$ cat src/hw/rtl/jeo_pkg.sv
package jeo_pkg;

  localparam int SIZE_W     = 7;
  localparam int STEP_W     = 16;
  localparam int MEMBER_W   = 7;
  localparam int STEP_CNT_W = $clog2(STEP_W);

  typedef enum logic [2:0] {
    ST_IDLE,
    ST_FILL,
    ST_ROUND,
    ST_MOD,
    ST_WALK,
    ST_SCAN,
    ST_EMIT,
    ST_SURV
  } jeo_state_t;

endpackage

$ cat src/hw/rtl/jeo_req_if.sv
interface jeo_req_if
  import jeo_pkg::*;
();
  logic                valid;
  logic                ready;
  logic [SIZE_W-1:0]   circle_size;
  logic [STEP_W-1:0]   count_step;

  modport source (output valid, output circle_size, output count_step, input ready);
  modport sink (input valid, input circle_size, input count_step, output ready);
endinterface

$ cat src/hw/rtl/jeo_res_if.sv
interface jeo_res_if
  import jeo_pkg::*;
();
  logic                valid;
  logic                ready;
  logic [MEMBER_W-1:0] member;
  logic                last;

  modport source (output valid, output member, output last, input ready);
  modport sink (input valid, input member, input last, output ready);
endinterface

$ cat src/hw/rtl/jeo_alive_mem.sv
module jeo_alive_mem
  import jeo_pkg::*;
#(
  parameter int DEPTH = 64,
  localparam int AW = (DEPTH > 1) ? $clog2(DEPTH) : 1
) (
  input  logic          clk,
  input  logic          we,
  input  logic [AW-1:0] waddr,
  input  logic          wdata,
  input  logic [AW-1:0] raddr,
  output logic          rdata
);

  logic mem [DEPTH];

  always_ff @(posedge clk) begin
    if (we) begin
      mem[waddr] <= wdata;
    end
  end

  always_ff @(posedge clk) begin
    rdata <= mem[raddr];
  end

endmodule

$ cat src/hw/rtl/jeo_mod_unit.sv
module jeo_mod_unit
  import jeo_pkg::*;
#(
  parameter int MAX_COUNT = 64,
  localparam int CW = $clog2(MAX_COUNT + 1)
) (
  input  logic              clk,
  input  logic              rst,
  input  logic              start,
  input  logic [STEP_W-1:0] dividend,
  input  logic [CW-1:0]     divisor,
  output logic              done,
  output logic [CW-1:0]     result
);

  logic                  busy;
  logic [STEP_CNT_W-1:0] cnt;
  logic [CW-1:0]         rem_q;
  logic [CW-1:0]         div_q;
  logic [STEP_W-1:0]     dvd;
  logic [CW:0]           trial;
  logic [CW-1:0]         rem_next;

  always_comb begin
    trial = {rem_q, dvd[STEP_W-1]};
    if (trial >= {1'b0, div_q}) begin
      rem_next = CW'(trial - {1'b0, div_q});
    end else begin
      rem_next = trial[CW-1:0];
    end
  end

  always_ff @(posedge clk) begin
    if (rst) begin
      busy <= 1'b0;
      done <= 1'b0;
    end else begin
      done <= 1'b0;
      if (start) begin
        busy <= 1'b1;
      end else if (busy && cnt == '0) begin
        busy <= 1'b0;
        done <= 1'b1;
      end
    end
  end

  always_ff @(posedge clk) begin
    if (start) begin
      cnt   <= STEP_CNT_W'(STEP_W - 1);
      rem_q <= '0;
      div_q <= divisor;
      dvd   <= dividend;
    end else if (busy) begin
      cnt   <= cnt - 1'b1;
      rem_q <= rem_next;
      dvd   <= {dvd[STEP_W-2:0], 1'b0};
    end
  end

  assign result = rem_q;

endmodule

$ cat src/hw/rtl/josephus_elimination_order.sv
// Josephus elimination order. Each request word gives a circle size (clamped to MAX_MEMBERS)
// and a counting step; the block returns the eliminated members in order and then the
// survivor with last set, one request at a time. Live flags sit in a one-bit memory with a
// registered read. A request is accepted and its circle is then marked live, one member at a
// time. Each elimination then runs a bit-serial modulo of step minus one by the live count,
// walks to the victim, stepping over live members and skipping dead ones, and then finds the
// victim's successor, again skipping dead members. A stalled result word holds the block. A
// size of zero gives no word at all. The next request is taken from the cycle after the
// survivor is loaded into the output register.
module josephus_elimination_order
  import jeo_pkg::*;
#(
  parameter int MAX_MEMBERS = 64
) (
  input  logic      clk,
  input  logic      rst,
  jeo_req_if.sink   req,
  jeo_res_if.source res
);

  localparam int AW = (MAX_MEMBERS > 1) ? $clog2(MAX_MEMBERS) : 1;
  localparam int CW = $clog2(MAX_MEMBERS + 1);

  jeo_state_t state, state_next;

  logic [CW-1:0]       size_n;
  logic [STEP_W-1:0]   step_m1;
  logic [CW-1:0]       remaining;
  logic [AW-1:0]       position;
  logic [CW-1:0]       step_counter;
  logic [AW-1:0]       fill;
  logic [AW-1:0]       probe;
  logic [AW-1:0]       pend_addr;
  logic                pend_v;
  logic                scan_kill;
  logic                out_valid;
  logic [MEMBER_W-1:0] out_member;
  logic                out_last;

  logic [CW-1:0]       n_in;
  logic                accept;
  logic                out_free;
  logic                fill_last;
  logic                found;
  logic                mem_we;
  logic [AW-1:0]       mem_waddr;
  logic                mem_wdata;
  logic                mem_rdata;
  logic                mod_start;
  logic                mod_done;
  logic [CW-1:0]       mod_result;
  logic                out_load;
  logic [AW:0]         pos_plus1;

  function automatic logic [AW-1:0] succ(input logic [AW-1:0] p, input logic [CW-1:0] n);
    logic [AW:0] p1;
    p1 = {1'b0, p} + 1'b1;
    return (p1 == (AW+1)'(n)) ? '0 : p1[AW-1:0];
  endfunction

  always_comb begin
    if (32'(req.circle_size) > 32'(MAX_MEMBERS)) begin
      n_in = CW'(MAX_MEMBERS);
    end else begin
      n_in = CW'(req.circle_size);
    end
  end

  assign accept    = req.valid && req.ready;
  assign out_free  = !out_valid || res.ready;
  assign fill_last = ({1'b0, fill} + 1'b1) == (AW+1)'(size_n);
  assign found     = (state == ST_SCAN) && pend_v && mem_rdata;
  assign pos_plus1 = {1'b0, position} + 1'b1;

  always_comb begin
    state_next = state;
    unique case (state)
      ST_IDLE: begin
        if (req.valid && n_in != '0) begin
          state_next = ST_FILL;
        end
      end
      ST_FILL: begin
        if (fill_last) begin
          state_next = ST_ROUND;
        end
      end
      ST_ROUND: begin
        state_next = (remaining > CW'(1)) ? ST_MOD : ST_SURV;
      end
      ST_MOD: begin
        if (mod_done) begin
          state_next = ST_WALK;
        end
      end
      ST_WALK: begin
        state_next = (step_counter == '0) ? ST_EMIT : ST_SCAN;
      end
      ST_SCAN: begin
        if (found) begin
          state_next = scan_kill ? ST_ROUND : ST_WALK;
        end
      end
      ST_EMIT: begin
        if (out_free) begin
          state_next = ST_SCAN;
        end
      end
      ST_SURV: begin
        if (out_free) begin
          state_next = ST_IDLE;
        end
      end
      default: state_next = ST_IDLE;
    endcase
  end

  always_comb begin
    req.ready = 1'b0;
    mem_we    = 1'b0;
    mem_waddr = fill;
    mem_wdata = 1'b1;
    mod_start = 1'b0;
    out_load  = 1'b0;
    unique case (state)
      ST_IDLE: req.ready = 1'b1;
      ST_FILL: mem_we = 1'b1;
      ST_ROUND: mod_start = remaining > CW'(1);
      ST_EMIT: begin
        if (out_free) begin
          out_load  = 1'b1;
          mem_we    = 1'b1;
          mem_waddr = position;
          mem_wdata = 1'b0;
        end
      end
      ST_SURV: out_load = out_free;
      default: ;
    endcase
  end

  always_ff @(posedge clk) begin
    if (rst) begin
      state <= ST_IDLE;
    end else begin
      state <= state_next;
    end
  end

  always_ff @(posedge clk) begin
    if (rst) begin
      pend_v <= 1'b0;
    end else if (state == ST_SCAN) begin
      pend_v <= !found;
    end else begin
      pend_v <= 1'b0;
    end
  end

  always_ff @(posedge clk) begin
    if (accept) begin
      size_n    <= n_in;
      step_m1   <= (req.count_step == '0) ? '0 : req.count_step - 1'b1;
      remaining <= n_in;
      position  <= '0;
      fill      <= '0;
    end
    if (state == ST_FILL) begin
      fill <= fill + 1'b1;
    end
    if (state == ST_MOD && mod_done) begin
      step_counter <= mod_result;
    end
    if (state == ST_WALK && step_counter != '0) begin
      probe     <= succ(position, size_n);
      scan_kill <= 1'b0;
    end
    if (state == ST_SCAN) begin
      probe     <= succ(probe, size_n);
      pend_addr <= probe;
      if (found) begin
        position <= pend_addr;
        if (!scan_kill) begin
          step_counter <= step_counter - 1'b1;
        end
      end
    end
    if (state == ST_EMIT && out_free) begin
      remaining <= remaining - 1'b1;
      probe     <= succ(position, size_n);
      scan_kill <= 1'b1;
    end
  end

  always_ff @(posedge clk) begin
    if (rst) begin
      out_valid <= 1'b0;
    end else if (out_load) begin
      out_valid <= 1'b1;
    end else if (res.ready) begin
      out_valid <= 1'b0;
    end
  end

  always_ff @(posedge clk) begin
    if (out_load) begin
      out_member <= MEMBER_W'(pos_plus1);
      out_last   <= (state == ST_SURV);
    end
  end

  assign res.valid  = out_valid;
  assign res.member = out_member;
  assign res.last   = out_last;

  jeo_alive_mem #(
    .DEPTH (MAX_MEMBERS)
  ) u_alive_mem (
    .clk   (clk),
    .we    (mem_we),
    .waddr (mem_waddr),
    .wdata (mem_wdata),
    .raddr (probe),
    .rdata (mem_rdata)
  );

  jeo_mod_unit #(
    .MAX_COUNT (MAX_MEMBERS)
  ) u_mod_unit (
    .clk      (clk),
    .rst      (rst),
    .start    (mod_start),
    .dividend (step_m1),
    .divisor  (remaining),
    .done     (mod_done),
    .result   (mod_result)
  );

endmodule

$ cat src/flat_wrapper.sv
// flat-port wrapper written by rule: the top's interface ports become plain ports
module josephus_elimination_order_flat import jeo_pkg::*;
#(
  parameter int MAX_MEMBERS = 64
)
  (clk, rst, req_valid, req_circle_size, req_count_step, req_ready, res_valid, res_member, res_last, res_ready);
  jeo_req_if req_i ();
  jeo_res_if res_i ();
  input  logic clk;
  input  logic rst;
  input wire logic [$bits(req_i.valid)-1:0] req_valid;
  input wire logic [$bits(req_i.circle_size)-1:0] req_circle_size;
  input wire logic [$bits(req_i.count_step)-1:0] req_count_step;
  output wire logic [$bits(req_i.ready)-1:0] req_ready;
  output wire logic [$bits(res_i.valid)-1:0] res_valid;
  output wire logic [$bits(res_i.member)-1:0] res_member;
  output wire logic [$bits(res_i.last)-1:0] res_last;
  input wire logic [$bits(res_i.ready)-1:0] res_ready;
  assign req_i.valid = req_valid;
  assign req_i.circle_size = req_circle_size;
  assign req_i.count_step = req_count_step;
  assign req_ready = req_i.ready;
  assign res_valid = res_i.valid;
  assign res_member = res_i.member;
  assign res_last = res_i.last;
  assign res_i.ready = res_ready;
  josephus_elimination_order #(.MAX_MEMBERS(MAX_MEMBERS)) u_core (.clk(clk), .rst(rst), .req(req_i), .res(res_i));
endmodule
$ cat config.mk
export PLATFORM = sky130hd
export DESIGN_NAME = josephus_elimination_order_flat
export DESIGN_NICKNAME = d
export VERILOG_FILES = /design/src/hw/rtl/jeo_pkg.sv /design/src/hw/rtl/jeo_req_if.sv /design/src/hw/rtl/jeo_res_if.sv /design/src/hw/rtl/jeo_alive_mem.sv /design/src/hw/rtl/jeo_mod_unit.sv /design/src/hw/rtl/josephus_elimination_order.sv /design/src/flat_wrapper.sv
export SDC_FILE = /design/constraint.sdc
export NUM_CORES = 1
export LEC_CHECK = 0
export BUFFER_PORTS_ARGS = -buffer_cell sky130_fd_sc_hd__buf_2
export CAP_MARGIN = 20
export CORE_MARGIN = 3
export CORE_UTILIZATION = 55
export CTS_BUF_LIST = sky130_fd_sc_hd__clkbuf_4
export DETAILED_ROUTE_END_ITERATION = 6
export PLACE_DENSITY = 0.76
export REMOVE_ABC_BUFFERS = 1
export SETUP_SLACK_MARGIN = 0.15
export SYNTH_ARGS = -nofsm -noshare
export SYNTH_HDL_FRONTEND = slang
export SYNTH_HIERARCHICAL = 1
export SYNTH_SLANG_ARGS = --single-unit
$ cat constraint.sdc
create_clock -name clk -period 10.5 [get_ports clk]
set_input_delay 2.1 -clock clk [delete_from_list [all_inputs] [get_ports clk]]
set_output_delay 2.1 -clock clk [all_outputs]
set_load 0.02 [all_outputs]
==> results of run 1 <==
[area by class of cell]
type                       count  area [sq um]  share of cell area, %
multi-input combinational    518          3707                  38.84
tap                          216         270.3                  2.832
timing repair buffer          41         225.2                  2.360
clock inverter                13         113.9                  1.193
clock buffer                  18         135.1                  1.416
inverter                      36         135.1                  1.416
antenna                        1         2.502                0.02622
sequential                   176          4955                  51.91
[cell usage in the layout (no fill, tap or decap), drive strengths merged, types with 6 or more instances in the layout]
master and count:
a311oi 9, buf 40, inv 39, xor2 20, nand2b 13, mux2 21
and3 12, nor3b 6, nand2 55, nor3 18, a21oi 22, nor2b 9
and2b 6, nand3b 8, a22o 6, clkinv 6, clkbuf 19, nor4 6
nor2 119, o22ai 7, xnor2 28, a31oi 7, nand3 22, mux4 17
o21ai 20, dfxtp 33, edfxtp 143, ha 16
[routing by layer]
metal,GRT usage (%),vias to the layer above,wire (um)
li1,-,2844,-
met1,28.04,2937,7674
met2,33.49,230,8844
met3,4.079,36,1206
met4,7.429,0,326
met5,0,-,0
[stage by stage]
stage | cells | util [%]
finish | 1019 | 60.08
detailed placement | 985 | 58.36
global placement | 985 | 58.36
global route | 1019 | 60.08
CTS | 1016 | 59.92
floorplan | 730 | -
[worst min path at each step]
stage,startpoint,endpoint,slack (ns),cells after the start
2_1_floorplan,u_core/remaining[6],u_core/u_mod_unit/div_q[6],0.43,0
3_3_place_gp,u_core/remaining[6],u_core/u_mod_unit/div_q[6],0.43,0
3_5_place_dp,u_core/remaining[6],u_core/u_mod_unit/div_q[6],0.44,0
4_1_cts,u_core/pend_addr[0],u_core/position[0],0.47,1
5_1_grt,u_core/remaining[6],u_core/u_mod_unit/div_q[6],0.48,0
6_report,u_core/pend_addr[0],u_core/position[0],0.47,1
[sequential cells by signal, summed over array words and instances, names as in the netlist, 7 cells and up]
register / flops
u_core/remaining: 7
u_core/u_alive_mem/mem: 64
u_core/size_n: 7
u_core/u_mod_unit/result: 7
u_core/step_m1: 16
u_core/u_mod_unit/dvd: 16
u_core/u_mod_unit/div_q: 7
u_core/step_counter: 7
u_core/res.member: 7
[kinds of logic after synthesis]
| logic type | after synthesis | share of synthesized area (%) |
|---|---|---|
| fa+ha+maj | 17 | 2.458 |
| xor+xnor | 53 | 5.978 |
| compound gates | 104 | 8.617 |
| buf+inv | 71 | 3.310 |
| flops | 176 | 55.31 |
| simple gates | 306 | 17.08 |
| mux | 38 | 7.249 |
[power by group]
group / switching (uW) / internal, uW
registers: 102 / 875
clock network: 224 / 119
logic: 343 / 232
total: 669 / 1220
==> flow_metrics.tcl, run 1 <==
set metrics [dict create \
    grt_pass1_wl_mm 29.16 \
    reg2reg_depth 10 \
    yosysTopAreaCell "edfxtp_1" \
    drtPass1Iterations 7 \
    hold_violations 0 \
    crit_path_end "u_core/u_alive_mem/mem[43]" \
    worst_r2r_endpoint "u_core/u_alive_mem/mem[20]" \
    synthToLayoutAreaGrowth_pct 6.536 \
    fin_total_pwr_uw 1894 \
    period_minus_slack_ns 4.370 \
    insertion_delay_ns 0.56 \
    rsz0062_at_grt "no" \
    setup_violations 0 \
    synth_ff_type "edfxtp_1" \
    yosys_warnings 6 \
    final_antenna_net_count 0 \
    die_y_um 133.6 \
    antenna_found_initial 1 \
    crit_type "in -> reg" \
    leakage_uw 0.003208 \
    fill_cells 1288 \
    cts_buffers 17 \
    worst_pin_slew_ns 1.094 \
    finalCritPeriodShare_pct 41.62 \
    cts_buffer_depth 2 \
    crit_path_top_delay_cell "buf_4" \
    post_cts_buffers 0 \
    outcome "finished, final reports clean" \
    grt_pass1_vias 5756 \
    fin_tns_setup_ns 0 \
    cts-root-buf "clkbuf_4" \
    wl_per_cell_um 17.71 \
    syn_area_sq_mm 0.008959 \
    layout-drive-gt1-share_pct 14.46 \
    r2r_slack_ns 7.19 \
    cts.repair.resized 0 \
    fmax_mhz 228.8 \
    stdcell_area_sq_mm 0.009544 \
    critPathRequiredTime_ns 10.77 \
    start_util_pct 56.40 \
    fin_ws_ns 6.130 \
    power.density_mw_per_mm2 198.5 \
    seq_area_frac_synth_pct 55.31 \
    cts.sinks 176 \
    remaining_drc_errors 0 \
    min_path_type "reg -> reg" \
    netlist_top_cells_count "edfxtp_1 (143), nor2_1 (119), nand2_1 (55)" \
    cts_tree "yes" \
    synth_seq_cells 176 \
    ctsHoldBuffers 0 \
    grt-ovfl-total 0 \
    cp_data_arrival_time_ns 4.64 \
    std_cell_rows 46 \
    core_sq_mm 0.01589 \
    cts_max_level 4 \
    via_per_inst 5.934 \
    yosysUniqueCellTypes 78 \
    hold-worst-slack_ns 0.4684 \
    clk_pin_slew_ns 0.13 \
    place.gp.congestion 0.9550 \
    crit_path_start_kind "primary input" \
    path_buf_inv 4 \
    vias 6047 \
    dr.first_iter.drc_count 506 \
    dp_slack_ns 5.564 \
    yosysMostFrequentCell "edfxtp_1" \
    synthTopCellsByArea "edfxtp_1 (48%), dfxtp_1 (7.4%), nor2_1 (5.0%), xnor2_1 (2.7%), mux2_2 (2.5%)" \
    ir_worst_vdd_mv 0.1032 \
    startpoint "res_ready" \
    io_buffers 36 \
    relSlewSlack_pct 26.33 \
    routed_wirelength_mm 18.05 \
    fin_skew_ns 0.01527 \
    hpwl_mm 12.74 \
    endpoint_kind "flop" \
    cp_max_fo 76 \
    place_area_sq_mm 0.009270 \
    cpMostUsedCell "buf_4" \
    path_cells "buf_2 -> nor2b_1 -> nor3_1 -> buf_4 -> inv_1 -> buf_4 -> nand2_1 -> o21ai_0 -> nand3_1 -> nor2_1" \
    yosys.area.top_type_share_pct 47.93 \
    io-pin-count 37 \
    synthArstFlopShare_pct 0 \
    die_w_um 133.6 \
    grt_max_degree 77 \
    avgSynthCellArea_sq_um 11.71 \
    fin_nets 834 \
    crit_cells 10 \
    drv_slew 0 \
    critical-path-top-delay-family "simple AND/OR/NAND/NOR gates" \
    track_usage_pct 20.65 \
    synth-edff-count 143 \
    reg2reg_from "u_core/state[2]" \
    max_cap_violations 0 \
    die_area_sq_mm 0.01786 \
    syn_inst 765 \
    max_stage_delay_ns 0.51 \
]
No activity file was read; power rests on OpenSTA's default activity.
==> run 2, diff against run 1 <==
--- a/config.mk
+++ b/config.mk
@@ -5,13 +5,14 @@
 export SDC_FILE = /design/constraint.sdc
 export NUM_CORES = 1
 export LEC_CHECK = 0
+export ABC_AREA = 1
 export BUFFER_PORTS_ARGS = -buffer_cell sky130_fd_sc_hd__buf_2
 export CAP_MARGIN = 20
 export CORE_MARGIN = 3
 export CORE_UTILIZATION = 55
 export CTS_BUF_LIST = sky130_fd_sc_hd__clkbuf_4
 export DETAILED_ROUTE_END_ITERATION = 6
-export PLACE_DENSITY = 0.76
+export PLACE_DENSITY = 0.79
 export REMOVE_ABC_BUFFERS = 1
 export SETUP_SLACK_MARGIN = 0.15
 export SYNTH_ARGS = -nofsm -noshare
==> constraint.sdc (replaced) <==
create_clock -name clk -period 3.6 [get_ports clk]
set_input_delay 0.72 -clock clk [delete_from_list [all_inputs] [get_ports clk]]
set_output_delay 0.72 -clock clk [all_outputs]
set_load 0.02 [all_outputs]
==> run 2 against run 1 <==
  * Sequential cell count did not move
  * Sequential share of layout area fell by 2.1 points
  * Register-to-register slack got worse by 6.3 ns
  * Total power rose to 3.4 times the previous value
  * Clock skew rose by 0.0050 ns
  * Highest routed layer unchanged
  * Synthesized cell count rose by 37%
  * Sequential power rose to 3.0 times the previous value
  * Clock power rose to 3.8 times the previous value
  * Largest power group unchanged
  * Design area rose by 4.3%
  * Utilization rose by 1.5 points
==> flow_metrics.tcl, run 2 <==
set metrics [dict create \
    worst_pin_slew_ns 0.8735 \
    via_per_inst 5.399 \
    hpwl_mm 13.85 \
    drtPass1Iterations 5 \
    grt_max_degree 53 \
    vias 7121 \
    fin_total_pwr_uw 6442 \
    dr.first_iter.drc_count 639 \
    grt-ovfl-total 0 \
    die_area_sq_mm 0.01842 \
    yosysTopAreaCell "edfxtp_1" \
    largest_register_ffs 64 \
    use_met1_pct 29.15 \
    cts_buffers 17 \
    io-pin-count 37 \
    cts-root-buf "clkbuf_4" \
    synthTopCellsByArea "edfxtp_1 (46%), nand2_1 (12%), dfxtp_1 (7.1%), nand3_1 (6.2%), nor2_1 (5.5%)" \
    syn_inst 1050 \
    dp_slack_ns 0.5389 \
    fin_ws_ns 0.8854 \
    drv_slew 0 \
    synth_seq_cells 176 \
    cp_max_fo 25 \
    reg2reg_from "u_core/state[1]" \
    io_buffers 36 \
    die_w_um 135.7 \
    grt_pass1_wl_mm 31.28 \
    critPathRequiredTime_ns 3.89 \
    outcome "finished, final reports clean" \
    use_met3_pct 5.163 \
    netlist_top_cells_count "nand2_1 (286), edfxtp_1 (143), nor2_1 (135)" \
    max_cap_violations 0 \
    fin_nets 1134 \
    cts_buffer_depth 2 \
    final_core_util_pct 61.53 \
    insertion_delay_ns 0.57 \
    crit_path_start_kind "flop" \
    setup_violations 0 \
    reg2reg_depth 10 \
    final_cell_mix "nand2_1 (286), edfxtp_1 (143), nor2_1 (134)" \
    cts.sinks 176 \
    clk_pin_slew_ns 0.14 \
    r2r_slack_ns 0.89 \
    synthArstFlopShare_pct 0 \
    cp_data_arrival_time_ns 3.01 \
    endpoint_kind "flop" \
    avgSynthCellArea_sq_um 8.816 \
    synth-edff-count 143 \
    cts_max_level 4 \
    core_sq_mm 0.01617 \
    period_minus_slack_ns 2.715 \
    synth_ff_type "edfxtp_1" \
    grt-busiest-layer "met2" \
    power.density_mw_per_mm2 647.3 \
    fin_tns_setup_ns 0 \
    track_usage_pct 21.79 \
    final_antenna_net_count 0 \
    relSlewSlack_pct 41.77 \
    rsz0062_at_grt "no" \
    fill_cells 1392 \
    syn_area_sq_mm 0.009256 \
    yosysMostFrequentCell "nand2_1" \
    yosysUniqueCellTypes 50 \
    place.gp.congestion 0.8639 \
    use_met2_pct 35.81 \
    cts.repair.resized 0 \
    regMostFlops "u_core/u_alive_mem/mem" \
    fmax_mhz 368.4 \
    cts_tree "yes" \
    leakage_uw 0.004171 \
    post_cts_buffers 0 \
    std_cell_rows 46 \
    grt_pass1_vias 6564 \
    startpoint "u_core/state[1]" \
    seq_area_frac_synth_pct 53.53 \
    reg_top3 "u_core/u_alive_mem/mem (64), u_core/step_m1 (16), u_core/u_mod_unit/dvd (16)" \
    final_common_cell "nand2_1" \
    crit_type "reg -> reg" \
    worst_r2r_endpoint "u_core/u_alive_mem/mem[21]" \
    routed_wirelength_mm 19.21 \
    yosys.area.top_type_share_pct 46.39 \
    remaining_drc_errors 0 \
    ir_worst_vdd_mv 0.4337 \
    start_util_pct 57.23 \
    fin_skew_ns 0.02023 \
    min_path_type "in -> reg" \
    ctsHoldBuffers 0 \
    die_y_um 135.7 \
    wl_per_cell_um 14.56 \
    layout-drive-gt1-share_pct 12.51 \
    hold_violations 0 \
    finalCritPeriodShare_pct 75.41 \
    antenna_found_initial 0 \
    crit_path_end "u_core/u_alive_mem/mem[21]" \
    synthToLayoutAreaGrowth_pct 7.515 \
    n_antenna_cell 0 \
    yosys_warnings 6 \
]
==> run 2: changes by cell type in the layout (fill, tap and decap cells not counted), moves of 14 or more <==
cell / delta
nand2_1: +231
nand3_1: +93
nor2_1: +15
mux2_2: -20
xnor2_1: -15
inv_2: +14
inv_1: +76
==> run 2: area by class of cell <==
| type | instances | area (sq um) | share of cell area [%] |
|---|---|---|---|
| Sequential cell | 176 | 4955 | 49.79 |
| Multi-Input combinational cell | 724 | 3654 | 36.71 |
| Inverter | 129 | 495.5 | 4.979 |
| Tap cell | 216 | 270.3 | 2.716 |
| Timing Repair Buffer | 42 | 225.2 | 2.263 |
| Clock inverter | 13 | 210.2 | 2.112 |
| Clock buffer | 19 | 142.6 | 1.433 |
==> run 2: logic make-up after synthesis <==
group,share of synthesized area (%)
flip-flops,53.53
XOR/XNOR,2.690
AND/OR/NAND/NOR,29.99
AO/OA/AOI/OAI,4.380
buffers and inverters,7.029
adder cells (fa/ha/maj),2.379
==> run 2: worst max-delay path, cell delays in order, from the launching register on <==
cell and delay [ns]:
dfxtp_1 0.46, inv_2 0.11, nor2_4 0.13, nand2_2 0.11, nor2_4 0.35, inv_2 0.25, nand2_1 0.12, nand2_1 0.14
inv_1 0.18, nand4_1 0.34, nor2_1 0.24
==> run 2: report_power, final <==
group          leakage (uW)  total, uW  internal (uW)  switching, uW
registers           0.00156       2950           2680            272
clock network      0.000183       1310            640            675
logic               0.00243       2170            661           1510
==> run 2: worst min path at each step <==
stage | startpoint | to | slack (ns) | depth (start not counted)
global route | rst | u_core/u_mod_unit/busy | 0.31 | 2
detailed placement | u_core/step_counter[0] | u_core/step_counter[0] | 0.43 | 1
CTS | rst | u_core/pend_v | 0.33 | 2
floorplan | u_core/step_counter[0] | u_core/step_counter[0] | 0.42 | 1
global placement | u_core/pend_addr[1] | u_core/position[1] | 0.43 | 2
finish | rst | u_core/pend_v | 0.36 | 2
==> run 2: metal layers <==
| metal | up-vias | share of wire, % |
|---|---|---|
| li1 | 3549 | - |
| met1 | 3328 | 43 |
| met2 | 214 | 48 |
| met3 | 30 | 7.1 |
| met4 | 0 | 1.5 |
| met5 | - | 0 |
==> run 2: through the flow <==
step                instances  instance area (sq um)  hold slack (ns)
CTS                      1319                   9952           0.3303
global route             1319                   9952           0.3127
floorplan                1029                   9101           0.4160
detailed placement       1287                   9599           0.4305
global placement         1287                   9599           0.4256
finish                   1319                   9952           0.3581
==> run 3, diff against run 2 <==
--- a/config.mk
+++ b/config.mk
@@ -12,7 +12,7 @@
 export CORE_UTILIZATION = 55
 export CTS_BUF_LIST = sky130_fd_sc_hd__clkbuf_4
 export DETAILED_ROUTE_END_ITERATION = 6
-export PLACE_DENSITY = 0.79
+export PLACE_DENSITY = 0.76
 export REMOVE_ABC_BUFFERS = 1
 export SETUP_SLACK_MARGIN = 0.15
 export SYNTH_ARGS = -nofsm -noshare
==> constraint.sdc (replaced) <==
create_clock -name clk -period 2.5 [get_ports clk]
set_input_delay 0.5 -clock clk [delete_from_list [all_inputs] [get_ports clk]]
set_output_delay 0.5 -clock clk [all_outputs]
set_load 0.02 [all_outputs]
==> run 3 against run 2 <==
  * Sequential cell count unchanged
  * Fmax is 18% higher
  * Via count rose by 1.3%
  * Final cell count rose by 2.1%
  * Count of clock-buffer cells in the layout shrank 2
  * Design area is 2.4% higher
  * Non-clock buffer count rose by 27
  * Sequential share of layout area decreased by 1.2 points
  * Die area unchanged
  * Critical endpoint unchanged
==> flow_metrics.tcl, run 3 (synthesis results as in run 2) <==
set metrics [dict create \
    crit_path_start_kind "flop" \
    place.gp.congestion 0.9385 \
    dr.first_iter.drc_count 822 \
    grt-ovfl-total 0 \
    grt_pass1_vias 6721 \
    n_antenna_cell 0 \
    period_minus_slack_ns 2.308 \
    grt_max_degree 75 \
    hold-worst-slack_ns 0.1497 \
    vias 7212 \
    hold_violations 0 \
    rsz0062_at_grt "yes" \
    cts_buffer_depth 2 \
    cts_tree "yes" \
    multi_input_area_sq_mm 0.003751 \
    die_y_um 135.7 \
    holdPathStages 2 \
    grt_pass1_wl_mm 32.62 \
    remaining_drc_errors 0 \
    power.density_mw_per_mm2 918.4 \
    cts.sinks 176 \
    cts-root-buf "clkbuf_4" \
    regMostFlops "u_core/u_alive_mem/mem" \
    largest_register_ffs 64 \
    core_sq_mm 0.01617 \
    via_per_inst 5.354 \
    place_area_sq_mm 0.009777 \
    reg_top3 "u_core/u_alive_mem/mem (64), u_core/step_m1 (16), u_core/u_mod_unit/dvd (16)" \
    min_path_type "in -> reg" \
    setup_violations 0 \
    wl_per_cell_um 15.01 \
    routed_wirelength_mm 20.22 \
    fin_skew_ns 0.01661 \
    fin_tns_setup_ns 0 \
    die_area_sq_mm 0.01842 \
    drv_slew 0 \
    clk_pin_slew_ns 0.14 \
    hpwl_mm 14.32 \
    leakage_uw 0.004293 \
    fill_cells 1381 \
    final_cell_mix "nand2_1 (282), edfxtp_1 (143), nor2_1 (131)" \
    seq_area_sq_mm 0.004956 \
    outcome "finished, final reports clean" \
    cp_data_arrival_time_ns 2.61 \
    start_util_pct 57.23 \
    cts_buffers 17 \
    io_buffers 36 \
    drtPass1Iterations 5 \
    synthToLayoutAreaGrowth_pct 10.10 \
    reg2reg_depth 10 \
    final_common_cell "nand2_1" \
    cp_max_fo 8 \
    insertion_delay_ns 0.58 \
    finalCritPeriodShare_pct 92.32 \
    antenna_found_initial 0 \
    fmax_mhz 433.3 \
    fin_nets 1162 \
    stdcell_area_sq_mm 0.01019 \
    worst_pin_slew_ns 0.7857 \
    final_antenna_net_count 0 \
    ir_worst_vdd_mv 0.7474 \
    layout-drive-gt1-share_pct 16.18 \
    endpoint_kind "flop" \
    crit_type "reg -> reg" \
    relSlewSlack_pct 47.62 \
    io-pin-count 37 \
    std_cell_rows 46 \
    cts_max_level 4 \
    critPathRequiredTime_ns 2.80 \
    track_usage_pct 22.54 \
    die_w_um 135.7 \
    max_cap_violations 0 \
]
run 3: final cells by class:
cell class / instances / area share, %
flip-flops and latches: 176 / 48.63
multi-input cells: 725 / 36.81
inverters: 129 / 4.862
repair buffers: 69 / 4.322
well taps: 216 / 2.652
clock inverters: 15 / 1.473
clock buffers: 17 / 1.252
run 3: report_power, final:
group / switching (uW) / leakage (uW) / total [uW] / internal [uW]
Clock: 1060 / 0.000156 / 1580 / 527
Sequential: 356 / 0.00156 / 4220 / 3860
Combinational: 2400 / 0.00258 / 3560 / 1160
Total: 3810 / 0.00429 / 9360 / 5540
run 3: critical path, stage by stage, from the launching register on:
cell and delay, ns:
dfxtp_2 0.41, inv_2 0.09, nor2_4 0.12, nand2_2 0.16, nor2_4 0.23, buf_4 0.17
nand2_1 0.05, o21ai_0 0.13, buf_4 0.21, nand3_2 0.27, nor2_1 0.21
run 3: worst paths after layout:
check                              start                    endpoint  slack [ns]
hold reg to reg   u_core/step_counter[0]      u_core/step_counter[0]        0.45
hold / removal                       rst               u_core/pend_v        0.15
setup / recovery         u_core/state[1]  u_core/u_alive_mem/mem[21]        0.19
setup reg to reg         u_core/state[1]  u_core/u_alive_mem/mem[21]        0.19
run 3: through the flow:
step | utilization, % | total power (uW) | cells | worst slack [ns]
after floorplan | - | 6555 | 1029 | -0.5267
after global placement | 60.45 | 7581 | 1309 | 0.1468
after detailed placement | 60.45 | 7657 | 1309 | -0.005411
after CTS | 62.53 | 9288 | 1345 | 0.1241
after global routing | 63.01 | 10010 | 1347 | 0.06799
final | 63.01 | 9359 | 1347 | 0.1919
run 3: metal layers:
layer	part of all wire (%)	global-route usage, %
met5	0	0
met4	1.3	5.263
met3	7.0	5.461
met2	49	37.11
met1	43	30.47
run 3: what timing repair did:
| item | in CTS | in global routing |
|---|---|---|
| setup endpoints to repair | 24 | 61 |
| pin swaps | 2 | 3 |
| hold buffers | 0 | 0 |
| cloned | 1 | 0 |
| resized for setup | 6 | 15 |
| setup buffers | 3 | 2 |
